### src/rtl/wpo_pkg.sv
package wpo_pkg;

  // Coordinate width of every position and offset field (signed, two's complement).
  localparam int CoordWidth = 32;

  // The first points of a lane that pass through unchanged.
  localparam logic [1:0] PassCount = 2'd2;

  typedef struct packed {
    logic signed [CoordWidth-1:0] pos_x;
    logic signed [CoordWidth-1:0] pos_y;
    logic signed [CoordWidth-1:0] offset_magn;
    logic                         lane_end;
  } wpo_in_t;

  typedef struct packed {
    logic signed [CoordWidth-1:0] out_x;
    logic signed [CoordWidth-1:0] out_y;
    logic                         degenerate;
    logic                         lane_last;
  } wpo_out_t;

  typedef enum logic [2:0] {
    ST_IDLE,
    ST_SQUARE,
    ST_SUM,
    ST_ROOT,
    ST_PRODUCT,
    ST_DIVIDE,
    ST_FINISH
  } wpo_state_t;

endpackage

### src/rtl/waypoint_perpendicular_offset_top.sv
// Perpendicular offset of a waypoint stream.
// Input channel (in_valid/in_ready/in_data): one waypoint per transaction, with x, y,
// offset magnitude and the end-of-lane mark. Output channel (out_valid/out_ready/out_data):
// exactly one result per waypoint, in order.
// The first two points of a lane leave unchanged, going from idle straight to the finishing
// step. A later point goes through a radix-2 sequencer with W = 32 bit coordinate width:
// two bit-serial squarers, one sum step, a digit-by-digit square root, two bit-serial
// multipliers and two restoring dividers sharing the root as divisor, then a saturating
// add for each coordinate. A zero-length segment stops after the root.
// One waypoint is worked on at a time; in_ready is high only while the sequencer is idle.
// The result sits in an output register, so the next waypoint is taken while it waits.
// If the receiver stalls and the next result is ready, the sequencer holds it until the
// output register frees up.
// Reset (rst_n low, synchronous) empties the output register, returns the sequencer to idle
// and clears the stored previous point and the lane point count.
module waypoint_perpendicular_offset_top (
  input  logic              clk,
  input  logic              rst_n,
  input  logic              in_valid,
  output logic              in_ready,
  input  wpo_pkg::wpo_in_t  in_data,
  output logic              out_valid,
  input  logic              out_ready,
  output wpo_pkg::wpo_out_t out_data
);
  import wpo_pkg::*;

  localparam int W = CoordWidth;
  localparam int CntW = $clog2(W + 2);
  localparam logic [CntW-1:0] MulSteps  = CntW'(W - 1);
  localparam logic [CntW-1:0] RootSteps = CntW'(W);

  // Sequencer and stream state.
  wpo_state_t      state_r, state_nxt;
  logic [CntW-1:0] cnt_r, cnt_nxt;
  logic [W-1:0]    prev_x_r, prev_x_nxt, prev_y_r, prev_y_nxt;
  logic [1:0]      point_count_r, point_count_nxt;
  logic            out_valid_r, out_valid_nxt;

  // Working registers of the current waypoint.
  logic [W-1:0]    x1_r, x1_nxt, y1_r, y1_nxt, x2_r, x2_nxt, y2_r, y2_nxt;
  logic [W-1:0]    mag_m_r, mag_m_nxt, dmag_x_r, dmag_x_nxt, dmag_y_r, dmag_y_nxt;
  logic            neg_x_r, neg_x_nxt, neg_y_r, neg_y_nxt;
  logic            last_r, last_nxt, keep_r, keep_nxt, degen_r, degen_nxt;
  logic [W:0]      hi_r [2];
  logic [W:0]      hi_nxt [2];
  logic [W-1:0]    lo_r [2];
  logic [W-1:0]    lo_nxt [2];
  logic [2*W+1:0]  s_r, s_nxt;
  logic [W:0]      root_r, root_nxt;
  logic [W+1:0]    srem_r, srem_nxt;
  wpo_out_t        out_data_r, out_data_nxt;

  // Combinational helpers.
  logic            accept;
  logic [W:0]      dx_full, dy_full, dx_abs, dy_abs;
  logic [W-1:0]    m_abs;
  logic [W-1:0]    mc [2];
  logic [W:0]      mul_sum [2];
  logic [W+1:0]    div_sh [2];
  logic [W+1:0]    div_diff [2];
  logic            div_ge [2];
  logic [W+3:0]    rt_sh, rt_trial, rt_diff;
  logic            rt_ge;
  logic [W:0]      root_step;
  logic [W+1:0]    srem_step;

  // Adds a signed base and a signed quotient term, saturating to the coordinate range.
  function automatic logic [W-1:0] sat_add(input logic [W-1:0] base, input logic [W-1:0] q,
                                           input logic neg);
    logic [W+1:0] b_ext;
    logic [W+1:0] q_ext;
    logic [W+1:0] sum;
    b_ext = {{2{base[W-1]}}, base};
    q_ext = neg ? (~{2'b00, q} + 1'b1) : {2'b00, q};
    sum   = b_ext + q_ext;
    if (sum[W+1:W-1] == 3'b000 || sum[W+1:W-1] == 3'b111) begin
      return sum[W-1:0];
    end else if (sum[W+1]) begin
      return {1'b1, {(W-1){1'b0}}};
    end else begin
      return {1'b0, {(W-1){1'b1}}};
    end
  endfunction

  assign in_ready  = (state_r == ST_IDLE);
  assign accept    = in_valid && in_ready;
  assign out_valid = out_valid_r;
  assign out_data  = out_data_r;

  // Segment differences and magnitudes, taken straight from the incoming waypoint.
  always_comb begin
    dx_full = {in_data.pos_x[W-1], in_data.pos_x} - {prev_x_r[W-1], prev_x_r};
    dy_full = {in_data.pos_y[W-1], in_data.pos_y} - {prev_y_r[W-1], prev_y_r};
    dx_abs  = dx_full[W] ? (~dx_full + 1'b1) : dx_full;
    dy_abs  = dy_full[W] ? (~dy_full + 1'b1) : dy_full;
    m_abs   = in_data.offset_magn[W-1] ? (~in_data.offset_magn + 1'b1) : in_data.offset_magn;
  end

  // One shift-add multiply step and one restoring divide step in each of the two lanes.
  always_comb begin
    for (int i = 0; i < 2; i++) begin
      mc[i] = (state_r == ST_SQUARE) ? ((i == 0) ? dmag_x_r : dmag_y_r) : mag_m_r;
      mul_sum[i]  = {1'b0, hi_r[i][W-1:0]} + (lo_r[i][0] ? {1'b0, mc[i]} : '0);
      div_sh[i]   = {hi_r[i], lo_r[i][W-1]};
      div_ge[i]   = (div_sh[i] >= {1'b0, root_r});
      div_diff[i] = div_sh[i] - {1'b0, root_r};
    end
  end

  // One digit-by-digit square root step: two radicand bits in, one root bit out.
  always_comb begin
    rt_sh     = {srem_r, s_r[2*W+1:2*W]};
    rt_trial  = {1'b0, root_r, 2'b01};
    rt_ge     = (rt_sh >= rt_trial);
    rt_diff   = rt_sh - rt_trial;
    root_step = {root_r[W-1:0], rt_ge};
    srem_step = rt_ge ? rt_diff[W+1:0] : rt_sh[W+1:0];
  end

  // Next state and datapath control.
  always_comb begin
    state_nxt       = state_r;
    cnt_nxt         = cnt_r;
    prev_x_nxt      = prev_x_r;
    prev_y_nxt      = prev_y_r;
    point_count_nxt = point_count_r;
    out_valid_nxt   = out_valid_r;
    x1_nxt          = x1_r;
    y1_nxt          = y1_r;
    x2_nxt          = x2_r;
    y2_nxt          = y2_r;
    mag_m_nxt       = mag_m_r;
    dmag_x_nxt      = dmag_x_r;
    dmag_y_nxt      = dmag_y_r;
    neg_x_nxt       = neg_x_r;
    neg_y_nxt       = neg_y_r;
    last_nxt        = last_r;
    keep_nxt        = keep_r;
    degen_nxt       = degen_r;
    hi_nxt          = hi_r;
    lo_nxt          = lo_r;
    s_nxt           = s_r;
    root_nxt        = root_r;
    srem_nxt        = srem_r;
    out_data_nxt    = out_data_r;

    // The output register empties when its transaction is taken.
    if (out_valid_r && out_ready) begin
      out_valid_nxt = 1'b0;
    end

    case (state_r)
      ST_IDLE: begin
        if (accept) begin
          x1_nxt     = prev_x_r;
          y1_nxt     = prev_y_r;
          x2_nxt     = in_data.pos_x;
          y2_nxt     = in_data.pos_y;
          last_nxt   = in_data.lane_end;
          keep_nxt   = (point_count_r < PassCount);
          degen_nxt  = 1'b0;
          mag_m_nxt  = m_abs;
          dmag_x_nxt = dx_abs[W-1:0];
          dmag_y_nxt = dy_abs[W-1:0];
          neg_x_nxt  = in_data.offset_magn[W-1] ^ dy_full[W];
          neg_y_nxt  = ~in_data.offset_magn[W-1] ^ dx_full[W];
          hi_nxt[0]  = '0;
          hi_nxt[1]  = '0;
          lo_nxt[0]  = dx_abs[W-1:0];
          lo_nxt[1]  = dy_abs[W-1:0];
          cnt_nxt    = MulSteps;
          prev_x_nxt = in_data.pos_x;
          prev_y_nxt = in_data.pos_y;
          if (in_data.lane_end) begin
            point_count_nxt = '0;
          end else if (point_count_r < PassCount) begin
            point_count_nxt = point_count_r + 2'd1;
          end
          state_nxt = (point_count_r < PassCount) ? ST_FINISH : ST_SQUARE;
        end
      end

      // Squares of both differences, or products of the magnitude with both differences, one multiplier bit per cycle.
      ST_SQUARE, ST_PRODUCT: begin
        for (int i = 0; i < 2; i++) begin
          hi_nxt[i] = {1'b0, mul_sum[i][W:1]};
          lo_nxt[i] = {mul_sum[i][0], lo_r[i][W-1:1]};
        end
        cnt_nxt = cnt_r - 1'b1;
        if (cnt_r == '0) begin
          cnt_nxt   = MulSteps;
          state_nxt = (state_r == ST_SQUARE) ? ST_SUM : ST_DIVIDE;
        end
      end

      ST_SUM: begin
        s_nxt    = {1'b0, (2*W+1)'({hi_r[0][W-1:0], lo_r[0]})
                          + (2*W+1)'({hi_r[1][W-1:0], lo_r[1]})};
        root_nxt = '0;
        srem_nxt = '0;
        cnt_nxt  = RootSteps;
        state_nxt = ST_ROOT;
      end

      // Segment length; a zero root means a zero-length segment.
      ST_ROOT: begin
        s_nxt    = {s_r[2*W-1:0], 2'b00};
        root_nxt = root_step;
        srem_nxt = srem_step;
        cnt_nxt  = cnt_r - 1'b1;
        if (cnt_r == '0) begin
          if (root_step == '0) begin
            degen_nxt = 1'b1;
            state_nxt = ST_FINISH;
          end else begin
            hi_nxt[0] = '0;
            hi_nxt[1] = '0;
            lo_nxt[0] = dmag_y_r;
            lo_nxt[1] = dmag_x_r;
            cnt_nxt   = MulSteps;
            state_nxt = ST_PRODUCT;
          end
        end
      end

      // Quotient bits shift into the low half as dividend bits leave it.
      ST_DIVIDE: begin
        for (int i = 0; i < 2; i++) begin
          hi_nxt[i] = div_ge[i] ? div_diff[i][W:0] : div_sh[i][W:0];
          lo_nxt[i] = {lo_r[i][W-2:0], div_ge[i]};
        end
        cnt_nxt = cnt_r - 1'b1;
        if (cnt_r == '0) begin
          state_nxt = ST_FINISH;
        end
      end

      ST_FINISH: begin
        if (!out_valid_r || out_ready) begin
          out_data_nxt.lane_last  = last_r;
          out_data_nxt.degenerate = degen_r;
          if (keep_r || degen_r) begin
            out_data_nxt.out_x = x2_r;
            out_data_nxt.out_y = y2_r;
          end else begin
            out_data_nxt.out_x = sat_add(x1_r, lo_r[0], neg_x_r);
            out_data_nxt.out_y = sat_add(y1_r, lo_r[1], neg_y_r);
          end
          out_valid_nxt = 1'b1;
          state_nxt     = ST_IDLE;
        end
      end

      default: begin
        state_nxt = ST_IDLE;
      end
    endcase
  end

  // State register.
  always_ff @(posedge clk) begin
    if (!rst_n) begin
      state_r       <= ST_IDLE;
      cnt_r         <= '0;
      prev_x_r      <= '0;
      prev_y_r      <= '0;
      point_count_r <= '0;
      out_valid_r   <= 1'b0;
    end else begin
      state_r       <= state_nxt;
      cnt_r         <= cnt_nxt;
      prev_x_r      <= prev_x_nxt;
      prev_y_r      <= prev_y_nxt;
      point_count_r <= point_count_nxt;
      out_valid_r   <= out_valid_nxt;
    end
  end

  // Payload registers need no reset.
  always_ff @(posedge clk) begin
    x1_r       <= x1_nxt;
    y1_r       <= y1_nxt;
    x2_r       <= x2_nxt;
    y2_r       <= y2_nxt;
    mag_m_r    <= mag_m_nxt;
    dmag_x_r   <= dmag_x_nxt;
    dmag_y_r   <= dmag_y_nxt;
    neg_x_r    <= neg_x_nxt;
    neg_y_r    <= neg_y_nxt;
    last_r     <= last_nxt;
    keep_r     <= keep_nxt;
    degen_r    <= degen_nxt;
    hi_r       <= hi_nxt;
    lo_r       <= lo_nxt;
    s_r        <= s_nxt;
    root_r     <= root_nxt;
    srem_r     <= srem_nxt;
    out_data_r <= out_data_nxt;
  end

  // The divisor is never zero while dividing, and each partial remainder stays below it.
  a_div_nonzero: assert property (@(posedge clk) disable iff (!rst_n)
    state_r == ST_DIVIDE |-> root_r != '0)
    else $error("divide entered with a zero segment length");

  a_div_rem: assert property (@(posedge clk) disable iff (!rst_n)
    state_r == ST_DIVIDE |-> (hi_r[0] < root_r) && (hi_r[1] < root_r))
    else $error("partial remainder not below the divisor");

  a_count: assert property (@(posedge clk) disable iff (!rst_n)
    point_count_r <= PassCount)
    else $error("lane point count beyond its limit");

  a_start: assert property (@(posedge clk) disable iff (!rst_n)
    accept |=> state_r != ST_IDLE)
    else $error("accepted transaction did not start work");

  a_result_src: assert property (@(posedge clk) disable iff (!rst_n)
    $rose(out_valid_r) |-> $past(state_r) == ST_FINISH)
    else $error("result appeared without a finishing step");

endmodule

### config.mk
export PLATFORM = sky130hd
export DESIGN_NAME = waypoint_perpendicular_offset_top
export DESIGN_NICKNAME = d
export VERILOG_FILES = /design/src/rtl/wpo_pkg.sv /design/src/rtl/waypoint_perpendicular_offset_top.sv
export SDC_FILE = /design/constraint.sdc
export NUM_CORES = 2
export LEC_CHECK = 0
export BUFFER_PORTS_ARGS = -buffer_cell sky130_fd_sc_hd__buf_2
export CAP_MARGIN = 5
export CORE_UTILIZATION = 48
export CTS_CLUSTER_SIZE = 25
export DETAILED_ROUTE_END_ITERATION = 12
export HOLD_SLACK_MARGIN = 0.06
export MAX_ROUTING_LAYER = met4
export RECOVER_POWER = 100
export SYNTH_ARGS = -nofsm -noshare
export SYNTH_HDL_FRONTEND = slang
export SYNTH_SLANG_ARGS = --single-unit
### constraint.sdc
create_clock -name clk -period 20.8 [get_ports clk]
set_clock_uncertainty 0.15 [all_clocks]
set_input_delay 3.12 -clock clk [delete_from_list [all_inputs] [get_ports clk]]
set_output_delay 3.12 -clock clk [all_outputs]
set_load 0.005 [all_outputs]
# After elaboration in Yosys (flattened, before gate mapping)
# Index checks and enable logic that the tools add are counted.
word_totals:
  register_bits: 634
  wordCells: 150
op_classes:
  add_sub_neg: 17
  reduce_logical: 25
  bitwise: 8
  magnitude_cmp: 4
  n_mux: 51
  n_eq_ne: 15
ops:
  columns: ["operator", "count"]
  rows:
  - ["2-to-1 mux 32 bit", 10]
  - ["one-hot mux 66 bit (4 select lines)", 1]
  - ["2-to-1 mux 64 bit", 4]
  - ["one-hot mux 64 bit (4 select lines)", 1]
  - ["2-to-1 mux 66 bit", 3]
  - ["one-hot mux 66 bit (2 select lines)", 1]
  - ["2-to-1 mux 34 bit", 3]
  - ["adder 32 x 1 -> 32 bit (second input constant)", 3]
  - ["NOT 32 bit", 3]
  - ["adder 34 x 1 -> 34 bit (second input constant)", 2]
  - ["adder 34 bit", 2]
  - ["greater-or-equal comparator 34 x 33 -> 1 bit", 2]
  - ["NOT 32 -> 34 bit", 2]
  - ["one-hot mux 34 bit (2 select lines)", 1]
  - ["adder 32 x 32 -> 33 bit", 2]
  - ["2-to-1 mux 33 bit", 2]
  - ["one-hot mux 33 bit (2 select lines)", 1]
  - ["subtractor 32 x 32 -> 33 bit", 2]
  - ["subtractor 33 bit", 2]
  - ["adder 64 x 64 -> 65 bit", 1]
  - ["greater-or-equal comparator 36 x 35 -> 1 bit", 1]
  - ["subtractor 34 bit", 1]
  - ["zero test 33 bit", 1]
  - ["2-to-1 mux 31 bit", 1]
  - ["30 further kinds", 68]

# Logic depth before layout (Yosys ltp)
depth:
  depth_word: 8
  mapped_depth: 24
  ltp_nobuf: 21

# Worst setup path after synthesis
# No wires, ideal clock.
synth_path:
  path_type: "input-to-reg"
  start: "in in_valid"
  end: "reg dmag_x_r[0] (enable)"
  setup_time_ns: 0.682
  cell_stages: 3
  arrival_time_ns: 9.668
  required_time_ns: 19.968
  slack_ns: 10.301
  cell_sequence: "nand2_1 -> inv_1 -> clkbuf_1"
synth_via:
  elab_chain_cells: 2
synth_rtl:
  columns: ["item", "line_no", "text"]
  rows:
  - ["start: declaration", "waypoint_perpendicular_offset_top.sv:19", "input logic in_valid,"]
  - ["logical AND 1 bit", "waypoint_perpendicular_offset_top.sv:87", "assign accept = in_valid && in_ready;"]
  - ["AND reduction 2 bit (no line)", null, null]
  - ["end signal: assignment", "waypoint_perpendicular_offset_top.sv:287", "dmag_x_r <= dmag_x_nxt;"]
  - ["end: declaration", "waypoint_perpendicular_offset_top.sv:42", "logic [W-1:0] mag_m_r, mag_m_nxt, dmag_x_r, dmag_x_nxt, dmag_y_r, dmag_y_nxt;"]
# No other way between the ends.
# A chain may end at the register's enable or synchronous reset.

==> results.md <==
- sky130_fd_sc_hd__edfxtp_1 takes more of the synthesized area than any other cell.
- The number of buffer cells added on primary ports is 168.
- For this run, the top clock speed supported by timing is 82.6 MHz.
- Of all nets on the critical path, the largest fanout is 73.
- Data arrives at the worst endpoint at 12.50 ns.
- The origin of the worst min-delay path is last_r$_DFFE_PP_.
- For this configuration, the core starts out at a cell density of 0.485.
- The final count of pins violating max slew is roughly 1200.
- The net count of the finished layout is slightly below 6000.
- Entering global routing, the biggest net connects 94 pins.
- The total negative slack is 0 ns.
- The final antenna-violating net count is 0.
- The end point of the worst hold path is out_data[0]$_DFFE_PP_.
- Setup repair after global routing left no endpoint under its margin.
- The critical path's largest stage delay is between 2 and 3 ns.
- Dividing the final minimum period by the clock period gives 0.582.
- The type of the setup path with the least slack is reg2reg.
- The latest clock arrival within the worst-skew pair is 0.67 ns.
- The post-synthesis cell type count is 99.
- The H-tree generated during clock tree synthesis spans 3 levels.
- The quantity of gates resized following cts is 0.
- TritonCTS created 80 clock buffers.
- The via count of the first global-routing pass is 38800.
- The most used flip-flop cell after synthesis is sky130_fd_sc_hd__edfxtp_1.
- After synthesis the netlist holds a flip-flop and latch count of 634.
- Registers take roughly 0.018 sq mm.
- The share of Yosys cell area claimed by the top area cell type is 0.345.
- TritonCTS built the clock tree.
- Clock-pin slew was measured on the worst setup and hold paths at around 0.060 ns.
- The async set-reset flop share out of synthesis is 0.
- After floorplanning, the core was sized to cover 0.100 sq mm.
- After filler insertion, the fill cell instance count of the layout stands at 9377.
- The final-report setup violation count is 0.
- In the routed design, unresolved DRC markers number 0.
- The worst hold path passes through 0 cells.
- The final critical delay including setup and external delays is approximately 12 ns.
- The flow ran to the end, but the final reports show violations.
- IR analysis of the VDD net gives a maximum drop of 0.000130 V.
- The data required time of the critical path is 21.19 ns.
- The reg-to-reg setup timing slack is between 8 and 9 ns.
- For this run, the register share of the synthesized area comes to 0.376.
- The post-synthesis share of cell area spent on xor and xnor gates is 0.0766.
- The wire-length estimate of the detail-placed layout is between 100 and 150 mm.
- In this run the critical register-to-register path is captured at lo_r[49]$_DFFE_PP_.
- The floorplan step set the die height to approximately 320 microns.
- The Yosys warning count is 0.
- The average vias per placed instance is ~6.1.
- The placed instances occupy a cell area of approximately 0.05 sq mm.
- Each instance of the synthesized netlist takes up on average between 9 and 10 sq um.
- The checks that failed: max-capacitance violations, max-slew violations.
- The first routing iteration left 3790 violations.
- The detail-routed net length per standard cell is 22.9 microns.
- After synthesis, the largest family of logic cells by area is compound AO/OA/AOI/OAI gates.
- The area share of fa/ha/maj cells after synthesis is 0.0976.
- In this run the worst hold path is classified as reg2reg.
- The share of synthesized area spent on multiplexers is 0.0248.
- The share of layout cells above drive strength 1 is 0.0521.
- The worst setup path is launched from a flip-flop.
- Power spread over the standard cell area amounts to between 200 and 250 mW/mm^2.
- Counting every sink on the clock net gives about 630.
- The root buffer cell is sky130_fd_sc_hd__clkbuf_16.
- The number of antenna violations at the first check in global routing was 8.
- The startpoint identified for the worst register-to-register timing path is state_r[2]$_SDFFE_PN0P_.
- Ranked by total cell area, the synthesized netlist is headed by sky130_fd_sc_hd__edfxtp_1, sky130_fd_sc_hd__ha_1, sky130_fd_sc_hd__a21oi_1.
- The share of the synthesized area in compound gates (AO/OA/AOI/OAI) came to 0.244.
- STA classifies the critical path endpoint as a flip-flop.
- The cell with the biggest individual delay on the critical path is sky130_fd_sc_hd__clkbuf_1.
- The library cells used most frequently in the layout, excluding fill and tap cells, are sky130_fd_sc_hd__a21oi_1, sky130_fd_sc_hd__edfxtp_1, sky130_fd_sc_hd__nand2_1.
- Summing every instance area after synthesis gives 0.0486 sq mm.
- The total non-filler cell area in the finished layout is between 0.05 and 0.06 sq mm.
- The die width is ~320 microns.
- In this run, post-CTS hold repair placed 0 buffers.
- For this design the top-level I/O count stands at between 150 and 200.
- The synthesized net count is between 5000 and 6000.
- The floorplan has between 100 and 150 rows.
- The post-synthesis cell count is 5308.
- The actual transition at the worst max-transition pin is 4.50 ns.
- Yosys mapped a number of flops with a built-in enable equal to ~560.
- Once the clock tree was built, the setup fixing pass inserted 0 buffers.
- The worst relative slew slack is -2.00.
- The detailed router placed slightly above 40000 vias in this run.
- Traced cell by cell, the critical path runs through nor2b_4 -> clkbuf_1 -> nand2_1 -> clkinvlp_2 -> clkbuf_1 -> a21oi_1 -> nand2_1 -> o21a_1.
- The growth of design area from synthesis to finish is 9.21%.
- The detailed-routing iteration count for the pre-antenna-repair pass is 7.
- After global routing the overflow that remains totals 0.
- The clock passes through at most 3 buffers.
- The global placement routability congestion is roughly 1.0.
- The cell leakage power is 20.3 nW.
- For this block, the routed nets add up to around 160 mm of wire.
- The final hold violation count is 0.
- The tool flagged a number of max-cap violations equal to 21.
- For this run, the total global-route usage over all layers was measured as 0.307.
- The area of combinational cells with multiple inputs is between 0.02 and 0.03 sq mm.
- The global-route wire length before repair is 235 mm.
- Of the total synthesized cell area, the portion taken by AND, OR, NAND and NOR gates is 0.143.
- The worst register-to-register path has a depth of 8.
- The die area is approximately 0.10 sq mm.
## worst max-delay path by stage
stage | to | start | cells past startpoint
6_report | lo_r[49]$_DFFE_PP_ | state_r[2]$_SDFFE_PN0P_ | 8
4_1_cts | lo_r[29]$_DFFE_PP_ | in_data[33] | 16
3_5_place_dp | lo_r[29]$_DFFE_PP_ | in_data[33] | 16
3_3_place_gp | lo_r[30]$_DFFE_PP_ | in_data[33] | 16
2_1_floorplan | dmag_x_r[0]$_DFFE_PP_ | in_valid | 3
5_1_grt | lo_r[49]$_DFFE_PP_ | state_r[2]$_SDFFE_PN0P_ | 8
## metrics by stage
stage          std cells  total power (W)   util  hold slack, ns  worst slack [ns]
2_1_floorplan       5308          0.00760      -           0.250             10.30
3_3_place_gp        6638          0.00928  0.505           0.252             13.30
3_5_place_dp        6638          0.00931  0.505           0.257             13.15
4_1_cts             6786           0.0108  0.532           0.270             13.83
5_1_grt             6794           0.0117  0.529           0.283              7.81
6_report            6795           0.0109  0.529           0.274              8.69
## state kept, by name, indices dropped and copies added, names as in the netlist, 2 cells and up
name	count
x1_r	32
div_sh	68
point_count_r	2
y1_r	32
cnt_r	6
s_r	66
out_data	66
mag_m_r	32
dmag_x_r	32
state_r	3
srem_r	34
prev_x_r	32
dmag_y_r	32
root_r	33
prev_y_r	32
y2_r	32
lo_r	62
x2_r	32
## cells in the mapped netlist, types with 100 or more instances
cell and instances:
sky130_fd_sc_hd__edfxtp_1 558, sky130_fd_sc_hd__a21oi_1 557, sky130_fd_sc_hd__nand2_1 556, sky130_fd_sc_hd__ha_1 365, sky130_fd_sc_hd__nor2_1 362, sky130_fd_sc_hd__xnor2_1 302
sky130_fd_sc_hd__o21ai_0 263, sky130_fd_sc_hd__inv_1 241, sky130_fd_sc_hd__clkbuf_1 198, sky130_fd_sc_hd__a21o_1 182, sky130_fd_sc_hd__xor2_1 119, sky130_fd_sc_hd__mux2i_1 118
sky130_fd_sc_hd__o21a_1 100
## critical path, delay by kind of cell (launching register included)
family | cells | cell delay, ns
flip-flops | 1 | 0.94
AO/OA/AOI/OAI | 2 | 0.91
buffers and inverters | 3 | 7.18
AND/OR/NAND/NOR | 3 | 2.73
## cells by family (layout without fill, tap and decap cells)
logic type,after synthesis,after routing
buf+inv,480,601
compound gates,1794,1794
other cells,0,9
simple gates,1483,1483
xor+xnor,423,423
flops,634,634
mux,120,120
fa+ha+maj,374,374
## final cells by class
| type | instances | share of cell area |
|---|---|---|
| multi-input cells | 4194 | 0.537 |
| flip-flops and latches | 634 | 0.344 |
| clock buffers | 111 | 0.0438 |
| well taps | 1357 | 0.0320 |
| repair buffers | 211 | 0.0185 |
| inverters | 242 | 0.0172 |
| clock inverters | 37 | 0.00693 |
| diodes | 9 | 0.000424 |
## routing by layer
metal  vias to the layer above  wire, microns  GRT usage
met5                         -              0          -
met3                       235           9990     0.0400
met2                      1295          69200      0.466
met4                         0           5360      0.112
li1                      20000              -          -
met1                     19800          71000      0.419
## power breakdown
group          internal, W  switching, W
combinational      0.00262       0.00400
clock             0.000848      0.000593
sequential         0.00222      0.000645
Power figures use the tool's default switching activity.
